$ cat config.mk
export PLATFORM = sky130hd
export DESIGN_NAME = tepq_ram
export DESIGN_NICKNAME = d
export VERILOG_FILES = /design/src/hdl/tepq_ram.sv
export SDC_FILE = /design/constraint.sdc
export NUM_CORES = 1
export LEC_CHECK = 0
export BUFFER_PORTS_ARGS = -buffer_cell sky130_fd_sc_hd__buf_4
export CAP_MARGIN = 20
export CELL_PAD_IN_SITES_DETAIL_PLACEMENT = 0
export CELL_PAD_IN_SITES_GLOBAL_PLACEMENT = 1
export CORE_MARGIN = 2
export CORE_UTILIZATION = 40
export DETAILED_ROUTE_END_ITERATION = 7
export PLACE_DENSITY_LB_ADDON = 0.05
export SLEW_MARGIN = 20
export SYNTH_ARGS = -nofsm -noshare
export SYNTH_HDL_FRONTEND = slang
export SYNTH_SLANG_ARGS = --single-unit
$ cat constraint.sdc
create_clock -name clk -period 2.8 [get_ports clk]
set_input_delay 0.28 -clock clk [delete_from_list [all_inputs] [get_ports clk]]
set_output_delay 0.28 -clock clk [all_outputs]
set_load 0.005 [all_outputs]
$ cat src/hdl/tepq_ram.sv
// Generic single-write, single-read RAM with registered read data.
// Depends on nothing.
`timescale 1ns / 1ps
module tepq_ram #(
    parameter int unsigned WIDTH = 8,
    parameter int unsigned DEPTH = 32
) (
    input  logic                                   clk,
    input  logic                                   we,
    input  logic [(DEPTH > 1 ? $clog2(DEPTH) : 1)-1:0] waddr,
    input  logic [WIDTH-1:0]                       wdata,
    input  logic                                   re,
    input  logic [(DEPTH > 1 ? $clog2(DEPTH) : 1)-1:0] raddr,
    output logic [WIDTH-1:0]                       rdata
);
    logic [WIDTH-1:0] mem [DEPTH];

    // Write port, and read port that holds its data while not enabled.
    always_ff @(posedge clk)
    begin
        if (we)
        begin
            mem[waddr] <= wdata;
        end
        if (re)
        begin
            rdata <= mem[raddr];
        end
    end
endmodule

-- After elaboration in Yosys (flattened, before gate mapping)
Memory sizes are Yosys's and may differ from the RTL's. A register that Yosys moved wholly into a read port is not among the register bits.
Cells that the tools add are included.
Widths: inputs -> output; s select.
- register bits after elaboration: 0
- memory bits (writable): 256
- bits of input ports: 21
- output and inout port bits: 8
- word-level logic and storage cells: 3
- memories kept: 1
- muxes and demuxes: 2
- memories (name ; depth ; bits a word ; rd ports ; clocked after memory_dff ; wr ports ; RTL line ; source):
    mem ; 32 ; 8 ; 1 ; 1 ; 1 ; 16 ; logic [WIDTH-1:0] mem [DEPTH];
- operators by type and width (kind ; count):
    $mux 1 ; 2

-- Longest topological paths before layout
- depth in word-level cells: 2
- mapped depth: 5
- depth with buffers taken out: 3

-- Worst setup path before layout
No wires, ideal clock.
- kind: input -> register
- from: input port raddr[2] in the netlist's numbering
- to: register rdata[0] (read register of mem), data pin
- library setup time: 260 ps
- data arrival time: 1962 ps
- required time: 2540 ps
- slack: 578 ps
- stages: 5
- path buffers: 2
- cell sequence: clkbuf_1 clkbuf_1 mux4_2 mux4_2 mux2_2
- RTL lines (what ; RTL line ; source):
    from (decl) ; 13 ; input logic [(DEPTH > 1 ? $clog2(DEPTH) : 1)-1:0] raddr,
    to (decl) ; 14 ; output logic [WIDTH-1:0] rdata

==> run_results.csv <==
group,metric,value,unit
status,status,"complete, no violations",
clocking,cts.sinks,264,
route,drt_iter0_markers,407,
floorplan,initial_core_util,40.5,%
global_route,overflow,0,
clocking,clk_latency,0.53,ns
yosys,synth_area,0.0101,mm^2
global_route,first_global_vias,4715,
timing,drv_slew,0,
critical_path,cp.depth,3,
global_route,antenna_found_initial,0,
yosys,yosysUniqueCellTypes,14,
finish,area_growth_syn_to_layout,17.5,%
global_route,grt_max_degree,37,
critical_path,critPathRequiredTime,3.09,ns
critical_path,rrSetupSlack,0.84,ns
timing,fmax,0.511,GHz
finish,final_common_cell,"edfxtp_1",
critical_path,cpPeakStageDelay,0.55,ns
timing,report.final.setup_viol,0,
pwr,vdd_drop_max,0.000350,V
route,drc,0,
timing,fin_crit,1.96,ns
floorplan,io_pins,29,
route,antenna_left,0,
critical_path,crit_slowest_cell,"mux4_2",
route,dr.pass1.iters,4,
clocking,cts_tree,"done",
timing,fin_crit_sh,69.9,%
placement,hpwlAfterDp,14.0,mm
yosys,yosysWarnings,0,
route,drt-total-wl,22.0,mm
critical_path,ff2ff_path_depth,3,
global_route,track_usage,17.1,%
flow_run,maxCapViolations,0,
clocking,cts_setup_buffers,0,
critical_path,crit_arrival,2.25,ns
timing,fin_skew,0.0167,ns
finish,nNetsFinal,513,
finish,stdcell_count,842,
hold_path,worstHoldPathCells,1,
critical_path,path_class,"flop to flop",
timing,max_slew_margin,66.4,%
finish,antenna_cells,0,
clocking,cts_inserted_buffers,28,
pwr,p_leak,3.78,nW
yosys,synth_area_per_cell,24.3,um^2
yosys,yosys-top-cells-area,"edfxtp_1 78%, mux4_2 18%, nor2_1 1.2%",
yosys,ys_ff_latch,264,
timing,hold_viol,0,
floorplan,core_area,0.0250,mm^2
clocking,root_buffer,"clkbuf_16",
critical_path,cpLargestDelayFamily,"multiplexers",
route,vias,4562,
floorplan,die_x,163,um
timing,grt_setup_unrepaired,"false",
floorplan,rows,58,
placement,gp_congestion,0.728,
floorplan,die-area,0.0266,mm^2
yosys,yosysTopAreaCell,"edfxtp_1",
timing,worst_pin_slew,0.503,ns
clocking,cts-resized-gates,0,
yosys,synth.yosys.seq_area_share,78.2,%
placement,place.port_buffers,28,
floorplan,die_h,163,um
clocking,cts_hold_buf,0,
yosys,postSynthCellCount,417,
pwr,p_per_area,719,mW/mm^2
finish,final_cell_mix,"264 x edfxtp_1, 80 x mux4_2, 60 x buf_4",
route,wl_per_cell,26.1,um
critical_path,cpMostUsedCell,"mux4_2",
placement,place_inst,792,
global_route,grt_pass1_wl,32.4,mm
critical_path,cp-end-kind,"flop",
clocking,clk_pin_slew,0.06,ns
yosys,synth_top_area_share,78.2,%
timing,fin_tns_setup,0,ns
critical_path,cp_max_fo,1,
yosys,synth_fp_nets,438,
route,viasPerCell,5.42,
finish,drive_above_1_share,37.7,%
hold_path,hold_class,"primary input to flop",
critical_path,worstSetupStartpointType,"flop",
clocking,cts_buffer_depth,3,
clocking,h-tree-depth,1,
critical_path,cp_num_buf_inv,0,
critical_path,path_cells,"mux4_2 -> mux4_2 -> mux2_2",
cells by family after synthesis:
kind of cell	count (synthesis)	share of synthesized area [%]
flops	264	78.2
mux	88	18.7
simple gates	45	2.05
buf+inv	20	1.05
per-layer routing:
| layer | vias up | global-route usage [%] | wire, um |
|---|---|---|---|
| met4 | 0 | 4.71 | 570 |
| met2 | 140 | 24.7 | 9650 |
| met1 | 2444 | 26.8 | 10300 |
| li1 | 1941 | - | - |
| met5 | - | 0 | 0 |
| met3 | 37 | 3.20 | 1480 |
final timing paths:
| kind | from | end |
|---|---|---|
| worst min-delay path | re | rdata[3] |
| worst min register to register | mem[29][1] | rdata[1] |
| worst max register to register | mem[5][5] | rdata[5] |
| worst max-delay path | mem[5][5] | rdata[5] |
power by group:
group | internal (mW) | leakage [nW] | total (mW) | switching [mW]
Combinational | 0.200 | 0.949 | 0.442 | 0.242
Sequential | 4.41 | 2.38 | 4.43 | 0.0205
Clock | 2.24 | 0.448 | 3.68 | 1.44
Total | 6.85 | 3.78 | 8.56 | 1.70
Yosys cell counts:
library cell / instances
edfxtp_1: 264
mux4_2: 80
nor2_1: 33
mux2_2: 8
buf_1: 6
buf_4: 6
clkbuf_1: 6
nand3b_1: 5
or3b_2: 3
nand3_1: 2
buf_2: 1
buf_6: 1
nand2_1: 1
or3_1: 1
flip-flops by register name (all words and copies together), names as in the netlist:
| register | count |
|---|---|
| rdata | 8 |
| mem | 256 |
through the flow:
| stage | util, % | setup WS, ns | instance area, um^2 | power [mW] | hold WS, ns |
|---|---|---|---|---|---|
| after floorplan | - | 0.578 | 10100 | 4.74 | 0.379 |
| after global placement | 43.9 | 0.394 | 11000 | 4.96 | 0.625 |
| after detailed placement | 43.9 | 0.402 | 11000 | 4.97 | 0.610 |
| after CTS | 47.6 | 0.838 | 11900 | 8.65 | 0.0508 |
| after global routing | 47.6 | 0.818 | 11900 | 8.83 | 0.0531 |
| final | 47.6 | 0.842 | 11900 | 8.56 | 0.0710 |
area by class of cell:
cell class / instances / area (um^2)
Clock buffer: 35 / 748
Multi-Input combinational cell: 133 / 2100
Clock inverter: 15 / 166
Timing Repair Buffer: 65 / 551
Sequential cell: 264 / 7930
Tap cell: 330 / 413
Fill cell: 2073 / 13100
No activity file was read; power rests on OpenSTA's default activity.
