File: src/hdl/tepq_pkg.sv
// Shared types and constants of the timed event priority queue.
// Depends on nothing; every other file but tepq_ram uses it by scoped names.
`timescale 1ns / 1ps
package tepq_pkg;

    // Request codes.
    localparam logic [2:0] FN_ADD        = 3'd0;
    localparam logic [2:0] FN_SERVICE    = 3'd1;
    localparam logic [2:0] FN_CANCEL_CLR = 3'd2;
    localparam logic [2:0] FN_CANCEL_TGT = 3'd3;
    localparam logic [2:0] FN_QUERY      = 3'd4;

    // At most this many events fire in one service request.
    localparam int unsigned RESULT_LIMIT = 32;
    localparam int unsigned FCW = $clog2(RESULT_LIMIT + 1);

    typedef struct packed {
        logic [2:0]  func;
        logic [31:0] now_time;
        logic [31:0] delay;
        logic [31:0] target_key;
        logic        target_is_entity;
        logic [31:0] input_hash;
        logic [15:0] activator_id;
        logic [15:0] caller_id;
        logic [31:0] output_id;
        logic [31:0] payload;
        logic        filter_by_activator;
    } in_item_t;

    typedef struct packed {
        logic        is_event;
        logic        flag;
        logic [31:0] ev_target_key;
        logic        ev_target_is_entity;
        logic [31:0] ev_input_hash;
        logic [15:0] ev_activator_id;
        logic [15:0] ev_caller_id;
        logic [31:0] ev_output_id;
        logic [31:0] ev_payload;
        logic        last;
    } out_item_t;

    // One stored event.
    typedef struct packed {
        logic [31:0] fire_time;
        logic [31:0] target;
        logic        target_kind;
        logic [31:0] input_hash;
        logic [15:0] activator;
        logic [15:0] caller;
        logic [31:0] output_id;
        logic [31:0] payload;
    } entry_t;

    // Verdict of the compare unit on one entry.
    typedef struct packed {
        logic keep;
        logic fire;
        logic stop;
        logic insert;
        logic hit;
    } dec_t;

    typedef enum logic [1:0] {
        ST_IDLE,
        ST_SCAN,
        ST_FINISH
    } state_t;

endpackage

File: src/hdl/tepq_match.sv
// Shared compare unit: judges one stored entry against the current request.
// Depends on tepq_pkg.
`timescale 1ns / 1ps
module tepq_match (
    input  tepq_pkg::in_item_t cmd,
    input  logic [31:0]        fire_time,
    input  tepq_pkg::entry_t   ent,
    input  logic               firing,
    input  logic               limit_hit,
    input  logic               inserted,
    input  logic               full,
    output tepq_pkg::dec_t     dec
);
    logic tgt_eq;
    logic due;
    logic act_ok;

    assign tgt_eq = (cmd.target_key != 32'd0) && ent.target_kind &&
                    (ent.target == cmd.target_key);
    assign due    = ent.fire_time <= cmd.now_time;
    assign act_ok = !(cmd.filter_by_activator && (cmd.activator_id != 16'd0)) ||
                    (ent.activator == cmd.activator_id);

    // Decide keep, drop, fire, stop, insert or query hit for this entry.
    always_comb
    begin
        dec = '{keep: 1'b1, fire: 1'b0, stop: 1'b0, insert: 1'b0, hit: 1'b0};
        unique case (cmd.func)
            tepq_pkg::FN_ADD:
            begin
                dec.insert = !full && !inserted && (ent.fire_time > fire_time);
            end
            tepq_pkg::FN_SERVICE:
            begin
                if (firing)
                begin
                    if (!due)
                    begin
                        dec.stop = 1'b1;
                    end
                    else if (act_ok)
                    begin
                        if (limit_hit)
                        begin
                            dec.stop = 1'b1;
                        end
                        else
                        begin
                            dec.fire = 1'b1;
                            dec.keep = 1'b0;
                        end
                    end
                end
            end
            tepq_pkg::FN_CANCEL_CLR:
            begin
                dec.keep = !((cmd.caller_id != 16'd0) && (ent.caller == cmd.caller_id));
            end
            tepq_pkg::FN_CANCEL_TGT:
            begin
                dec.keep = !(tgt_eq && (ent.input_hash == cmd.input_hash));
            end
            tepq_pkg::FN_QUERY:
            begin
                dec.hit = tgt_eq && ((cmd.input_hash == 32'd0) ||
                                     (ent.input_hash == cmd.input_hash));
            end
            default:
            begin
                dec.keep = 1'b1;
            end
        endcase
    end
endmodule

File: config.mk
export PLATFORM = sky130hd
export DESIGN_NAME = tepq_match
export DESIGN_NICKNAME = d
export VERILOG_FILES = /design/src/hdl/tepq_pkg.sv /design/src/hdl/tepq_match.sv
export SDC_FILE = /design/constraint.sdc
export NUM_CORES = 1
export LEC_CHECK = 0
export BUFFER_PORTS_ARGS = -buffer_cell sky130_fd_sc_hd__buf_4
export CAP_MARGIN = 5
export CORE_AREA = 3 3 178 180
export DETAILED_ROUTE_END_ITERATION = 6
export DIE_AREA = 0 0 181 183
export GPL_ROUTABILITY_DRIVEN = 1
export SLEW_MARGIN = 20
export SYNTH_ARGS = -nofsm -noshare
export SYNTH_HDL_FRONTEND = slang
export SYNTH_SLANG_ARGS = --single-unit
File: constraint.sdc
create_clock -name vclk -period 1.2
set_input_delay 0 -clock vclk [all_inputs]
set_output_delay 0 -clock vclk [all_outputs]
set_load 0.05 [all_outputs]
Yosys cells after proc, flatten, opt, wreduce, memory -nomap -nowiden:

Index checks and enable logic that the tools add are counted.

* order comparisons: 2
* eq/ne operators: 8
* muxes and demuxes: 10
* reduce and logical (&&, ||, !) cells: 20

Operators by type and width (number)
* $eq A32 B32 Y1: 2
* $eq A16 B16 Y1: 2
* $gt A32 B32 Y1: 1
* $le A32 B32 Y1: 1
* $logic_not A32 Y1: 1
* $reduce_bool A16 Y1: 2
* $reduce_bool A32 Y1: 1
* $logic_and A1 B1 Y1: 8
* $eq A3 B2 Y1 const B: 2
* $mux W2: 3
* $mux W3: 2
* $logic_not A1 Y1: 5
* $mux W1: 4
* $eq A3 B1 Y1 const B: 1
* $eq A3 B3 Y1 const B: 1
* $logic_not A3 Y1: 1
* $pmux W1 S3: 1
* $logic_or A1 B1 Y1: 2

* flip-flop bits (word level): 0
* input bits: 458
* output and inout bits: 5
* logic and storage cells: 40

Longest topological paths before layout:

Gate-level depths: netlist of the first run.

* depth after elaboration: 8
* gate-level depth with buffers: 8
* gate-level depth less buffers: 8

Worst setup path before layout of the first run:

Ideal clock, no wire load.

* path kind: input to output
* start: input port fire_time[30]
* end: output port dec[1] in the netlist's numbering
* arrival time: 2.250 ns
* data required time: 1.200 ns
* setup slack: -1.050 ns
* stages on the path: 8
* path buffers: 0
* cell sequence: inv_1 ha_1 nand3_1 nor3_1 nand3_1 nor3_1 o21ai_0 a211oi_1

RTL lines
* from (decl): RTL line tepq_match.sv:6 `input logic [31:0] fire_time,`
* to (decl): RTL line tepq_match.sv:12 `output tepq_pkg::dec_t dec`

==> results.yml, run 1 <==
synthesis:
  netlist.area_leader.share_pct: 26.9
  ys_warn_count: 0
  syn_inst: 415
  yosysSeqAreaShare_pct: 0
  syn_nets: 937
  syn_area_per_cell_sq_um: 7.18
  synthDistinctLibCells: 33
  synth_area_leader_cell: "ha_1"
  syn-cell-area_sq_mm: 0.00298
  netlist_top_cells_area: "ha_1 27%, xnor2_1 15%, xor2_1 12%, inv_1 8.7%, nor4_1 8.4%"
pwr:
  clock_power_share_pct: 0
  swShare_pct: 40.4
  ir_worst_vdd_uv: 131
  p_switching_mw: 0.939
  p_comb_share_pct: 100.0
  seq_power_share_pct: 0
  p_int_mw: 1.38
  cellLeakagePower_nw: 3.42
  p_per_area_mw_per_mm2: 323
grt:
  grt_max_degree: 6
  grt_pass1_vias: 4885
  grt_use_total_pct: 10.5
  grt_pass1_wl_microns: 27100
  overflow: 0
  antenna_found_initial: 2
floorplanning:
  die_h_microns: 183
  die_area_sq_mm: 0.0331
  start_util_pct: 9.81
  core_area_sq_mm: 0.0303
  ios: 463
  rows: 64
  die_w_microns: 181
finish:
  syn_to_final_growth_pct: 141
  nets: 1322
  fillers: 3382
  drive_gt1_share_pct: 58.4
  regArea_sq_um: 0
  fin_cells: 1194
  finish.instance_area_sq_mm: 0.00719
  seq_cell_count: 0
  nClkBuffers: 0
  diodes: 0
critical_path:
  crit_required_ps: 1200
  crit_fanout: 2
  arrival_ps: 1860
  startpoint_type: "input port"
  crit_type: "input port to primary output"
  endpoint_kind: "primary output"
routing:
  firstDrtPassIters: 4
  drc: 0
  vias: 4498
  totalWireLength_microns: 19100
  ant_nets: 0
  drt-initial-drc-count: 63
  routed_via_density: 3.77
  wire_per_inst_microns: 16.0
sta:
  max_freq_mhz: 539
  worst_slack_ps: -655
  timing.final.crit_period_ps: 1860
  slew_headroom_pct: 66.5
  finalCritPeriodShare_pct: 155
  slew_violations: 0
  hold_viol: 0
  max_slew.worst_pin.slew_ps: 501
  rsz0062_at_grt: "yes"
  setup_viol: 5
place:
  placed_area_sq_mm: 0.00638
  hpwl_microns: 17800
  portBuffers: 302
  placedCellCount: 1186
  gp_congestion: 0.885
status:
  violations: "negative setup slack"
  status: "complete, but fails checks"
run:
  maxCapViolCount: 0
clock_network:
  hold_buffers: 0
hold_path:
  hp-class: "input port to primary output"
## layout by cell type (no fill, tap or decap), drive strengths merged
cell     netlist  final
o21a           1      1
nand2         14     14
o41ai          1      1
a21boi         1      1
nand3b         1      1
ha            64     64
buf            0    383
o21ai         16     16
nor2b          2      2
nand4bb        1      1
xnor2         51     51
a2111o         1      1
and4           2      2
o31ai          1      1
a41oi          1      1
o221ai         1      1
nand4         30     30
nor4b          1      1
nor3           7      7
xor2          42     42
a211oi         5      5
a311o          1      1
a21oi         28     28
a22o           1      1
nor4          40     40
inv           69     69
o22ai          1      1
nand2b         2      2
a221oi         1      1
o211ai         1      1
a21o           3      3
nor2          13     13
nand3         12     12
## synth_stat cells (all sizes together), types with 2 or more instances
library cell / count
xnor2: 51
nand2: 14
inv: 69
nor3: 7
nand4: 30
a21oi: 28
nand2b: 2
nor2: 13
o21ai: 16
nor4: 40
a21o: 3
ha: 64
nand3: 12
xor2: 42
a211oi: 5
nor2b: 2
and4: 2
## power by group through the flow
stage	clock network, mW	registers, mW	logic, mW
2_1_floorplan	0	0	0.689
3_3_place_gp	0	0	2.03
3_5_place_dp	0	0	2.05
4_1_cts	0	0	2.20
5_1_grt	0	0	2.56
6_report	0	0	2.32
## what timing repair did
action	CTS	global route
setup endpoints to repair	5	5
pin swaps	27	28
gates resized for setup	79	57
setup buffers	7	5
## final timing paths
path / depth (start not counted) / startpoint / slack (ps) / end
min: 4 / limit_hit / 420 / dec[2]
max: 11 / ent[179] / -660 / dec[4]
## per-layer routing
metal	vias up	GRT usage (%)	routed length [microns]
met1	1975	12.4	7540
met5	-	0	0
met3	22	2.28	1540
met4	0	2.59	553
li1	2264	-	-
met2	237	19.4	9440
## through the flow
stage	total power [mW]	hold slack, ps	setup TNS (ps)	setup WS [ps]	utilization, %
after floorplan	0.689	184	-1670	-555	-
after global placement	2.03	442	-3850	-830	21.0
after detailed placement	2.05	454	-3950	-874	21.0
after CTS	2.20	420	-3010	-658	22.5
after global routing	2.56	430	-3160	-748	23.7
final	2.32	417	-2650	-655	23.7
## logic make-up after synthesis
kind of cell / after synthesis / synth area share, %
xor+xnor: 93 / 27.4
compound gates: 64 / 13.4
buf+inv: 69 / 8.70
simple gates: 125 / 23.7
fa+ha+maj: 64 / 26.9
## area by class of cell
class / instances / area [sq um] / area share [%]
tap: 396 / 495 / 6.89
multi-input combinational: 346 / 3360 / 46.7
timing repair buffer: 383 / 3070 / 42.6
inverter: 69 / 269 / 3.74
## worst max-delay path, cell delays in order
cell,delay (ps)
buf_4,130
ha_4,260
nand4_1,90
buf_6,150
nor4_4,320
o41ai_2,150
a41oi_4,230
a211oi_4,50
buf_6,130
a211oi_4,150
buf_6,180
(Power assumes the default switching activity.)
==> inputs of run 2 (changes only) <==
--- a/config.mk
+++ b/config.mk
@@ -13,2 +13,3 @@
 export GPL_ROUTABILITY_DRIVEN = 1
+export SETUP_SLACK_MARGIN = 0.3
 export SLEW_MARGIN = 20
==> constraint.sdc (replaced) <==
create_clock -name vclk -period 1.2
set_input_delay 0 -clock vclk [all_inputs]
set_output_delay 0 -clock vclk [all_outputs]
set_load 0.005 [all_outputs]
==> results.yml, run 2 (same netlist as run 1, synthesis figures left out) <==
status:
  status: "complete, but fails checks"
  violations: "negative setup slack"
critical_path:
  slowest_delay_ps: 290
  crit_type: "input port to primary output"
  crit_top_cell: "buf_4"
  cp_slowest_cell: "ha_1"
  endpoint_kind: "primary output"
  arrival_ps: 1780
  startpoint_type: "input port"
  crit_fanout: 2
  crit_path_cell_trace: "buf_4 -> ha_1 -> nand4_1 -> buf_4 -> o41ai_4 -> a41oi_2 -> buf_4 -> a21oi_1 -> a21oi_2 -> buf_4"
  crit_required_ps: 1200
finish:
  fillers: 3315
  regArea_sq_um: 0
  post-route-util_pct: 23.8
  nets: 1339
  diodes: 0
  drive_gt1_share_pct: 59.1
  nClkBuffers: 0
  mostFrequentLayoutCells: "373 x buf_4, 50 x inv_1, 42 x xor2_1, 42 x xnor2_1, 37 x ha_1"
  syn_to_final_growth_pct: 142
  multi_input_area_sq_mm: 0.00330
  mostFrequentLayoutCell: "buf_4"
  seq_cell_count: 0
grt:
  grt_pass1_wl_microns: 25900
  antenna_found_initial: 5
  overflow: 0
  grt_use_total_pct: 9.86
  grt_pass1_vias: 4812
  grt_max_degree: 6
floorplanning:
  core_area_sq_mm: 0.0303
  ios: 463
  die_h_microns: 183
  die_area_sq_mm: 0.0331
  rows: 64
  die_w_microns: 181
  start_util_pct: 9.81
place:
  dp_slack_ps: -824
  portBuffers: 302
  gp_congestion: 0.932
  hpwl_microns: 17000
routing:
  firstDrtPassIters: 6
  wire_per_inst_microns: 14.8
  drt-initial-drc-count: 94
  totalWireLength_microns: 17900
  routed_via_density: 3.76
  vias: 4551
  drc: 0
  ant_nets: 0
sta:
  finalCritPeriodShare_pct: 148
  slew_headroom_pct: 67.3
  slew_violations: 0
  setup_viol: 5
  rsz0062_at_grt: "yes"
  max_slew.worst_pin.slew_ps: 486
  hold_viol: 0
  worst_slack_ps: -577
  max_freq_mhz: 563
  timing.final.crit_period_ps: 1780
clock_network:
  hold_buffers: 0
pwr:
  cellLeakagePower_nw: 3.43
  p_per_area_mw_per_mm2: 320
  ir_worst_vdd_uv: 121
hold_path:
  hold_path_depth: 4
  hp-class: "input port to primary output"
  hold_end: "dec[2]"
  hp-start: "limit_hit"
run:
  maxCapViolCount: 0
==> run 2: changes by cell type in the layout (fill, tap and decap cells not counted), sizes merged <==
cell | before | now
buf | 383 | 400
==> run 2: worst max path at each step <==
stage,depth (start not counted),to,slack (ps),start
floorplan,8,dec[4],-100,cmd[219]
global placement,12,dec[4],-780,cmd[219]
detailed placement,12,dec[4],-820,cmd[219]
CTS,11,dec[4],-640,ent[191]
global route,12,dec[4],-740,cmd[223]
finish,10,dec[2],-580,ent[166]
==> run 2: routing by layer <==
layer | part of all wire (%) | global-route usage [%] | vias to the layer above | wire length, microns
li1 | - | - | 2311 | -
met3 | 8.3 | 2.56 | 32 | 1490
met5 | 0.38 | 0 | - | 68
met1 | 40 | 12.0 | 1997 | 7200
met2 | 49 | 17.8 | 201 | 8780
met4 | 2.3 | 1.68 | 10 | 410
==> run 2: worst max-delay path: cells and delay by family <==
| kind | cells | cell delay (ps) |
|---|---|---|
| compound gates | 4 | 650 |
| simple gates | 1 | 190 |
| buf+inv | 4 | 640 |
| fa+ha+maj | 1 | 290 |
==> run 2: power by group <==
group	switching, mW	total, mW	internal [mW]
Combinational	0.919	2.31	1.39
Sequential	0	0	0
Clock	0	0	0
==> run 2: layout make-up <==
class                      count  area share [%]
tap                          396            6.87
timing repair buffer         400            43.2
multi-input combinational    346            45.8
inverter                      69            4.18
==> run 2: metrics by stage <==
step	total power [mW]	std cells	cell area, sq um	hold WS (ps)	setup TNS, ps
after floorplan	0.735	415	3270	100	-123
after global placement	2.12	1206	6730	441	-3090
after detailed placement	2.15	1206	6730	435	-3180
after CTS	2.27	1209	7020	438	-2700
after global routing	2.53	1211	7210	462	-3140
final	2.31	1211	7210	407	-2430
==> run 2: what timing repair did <==
item	4_1_cts	5_1_grt
endpoints found under the setup margin	5	5
pin swaps	24	18
resized for setup	46	33
setup buffers	3	2
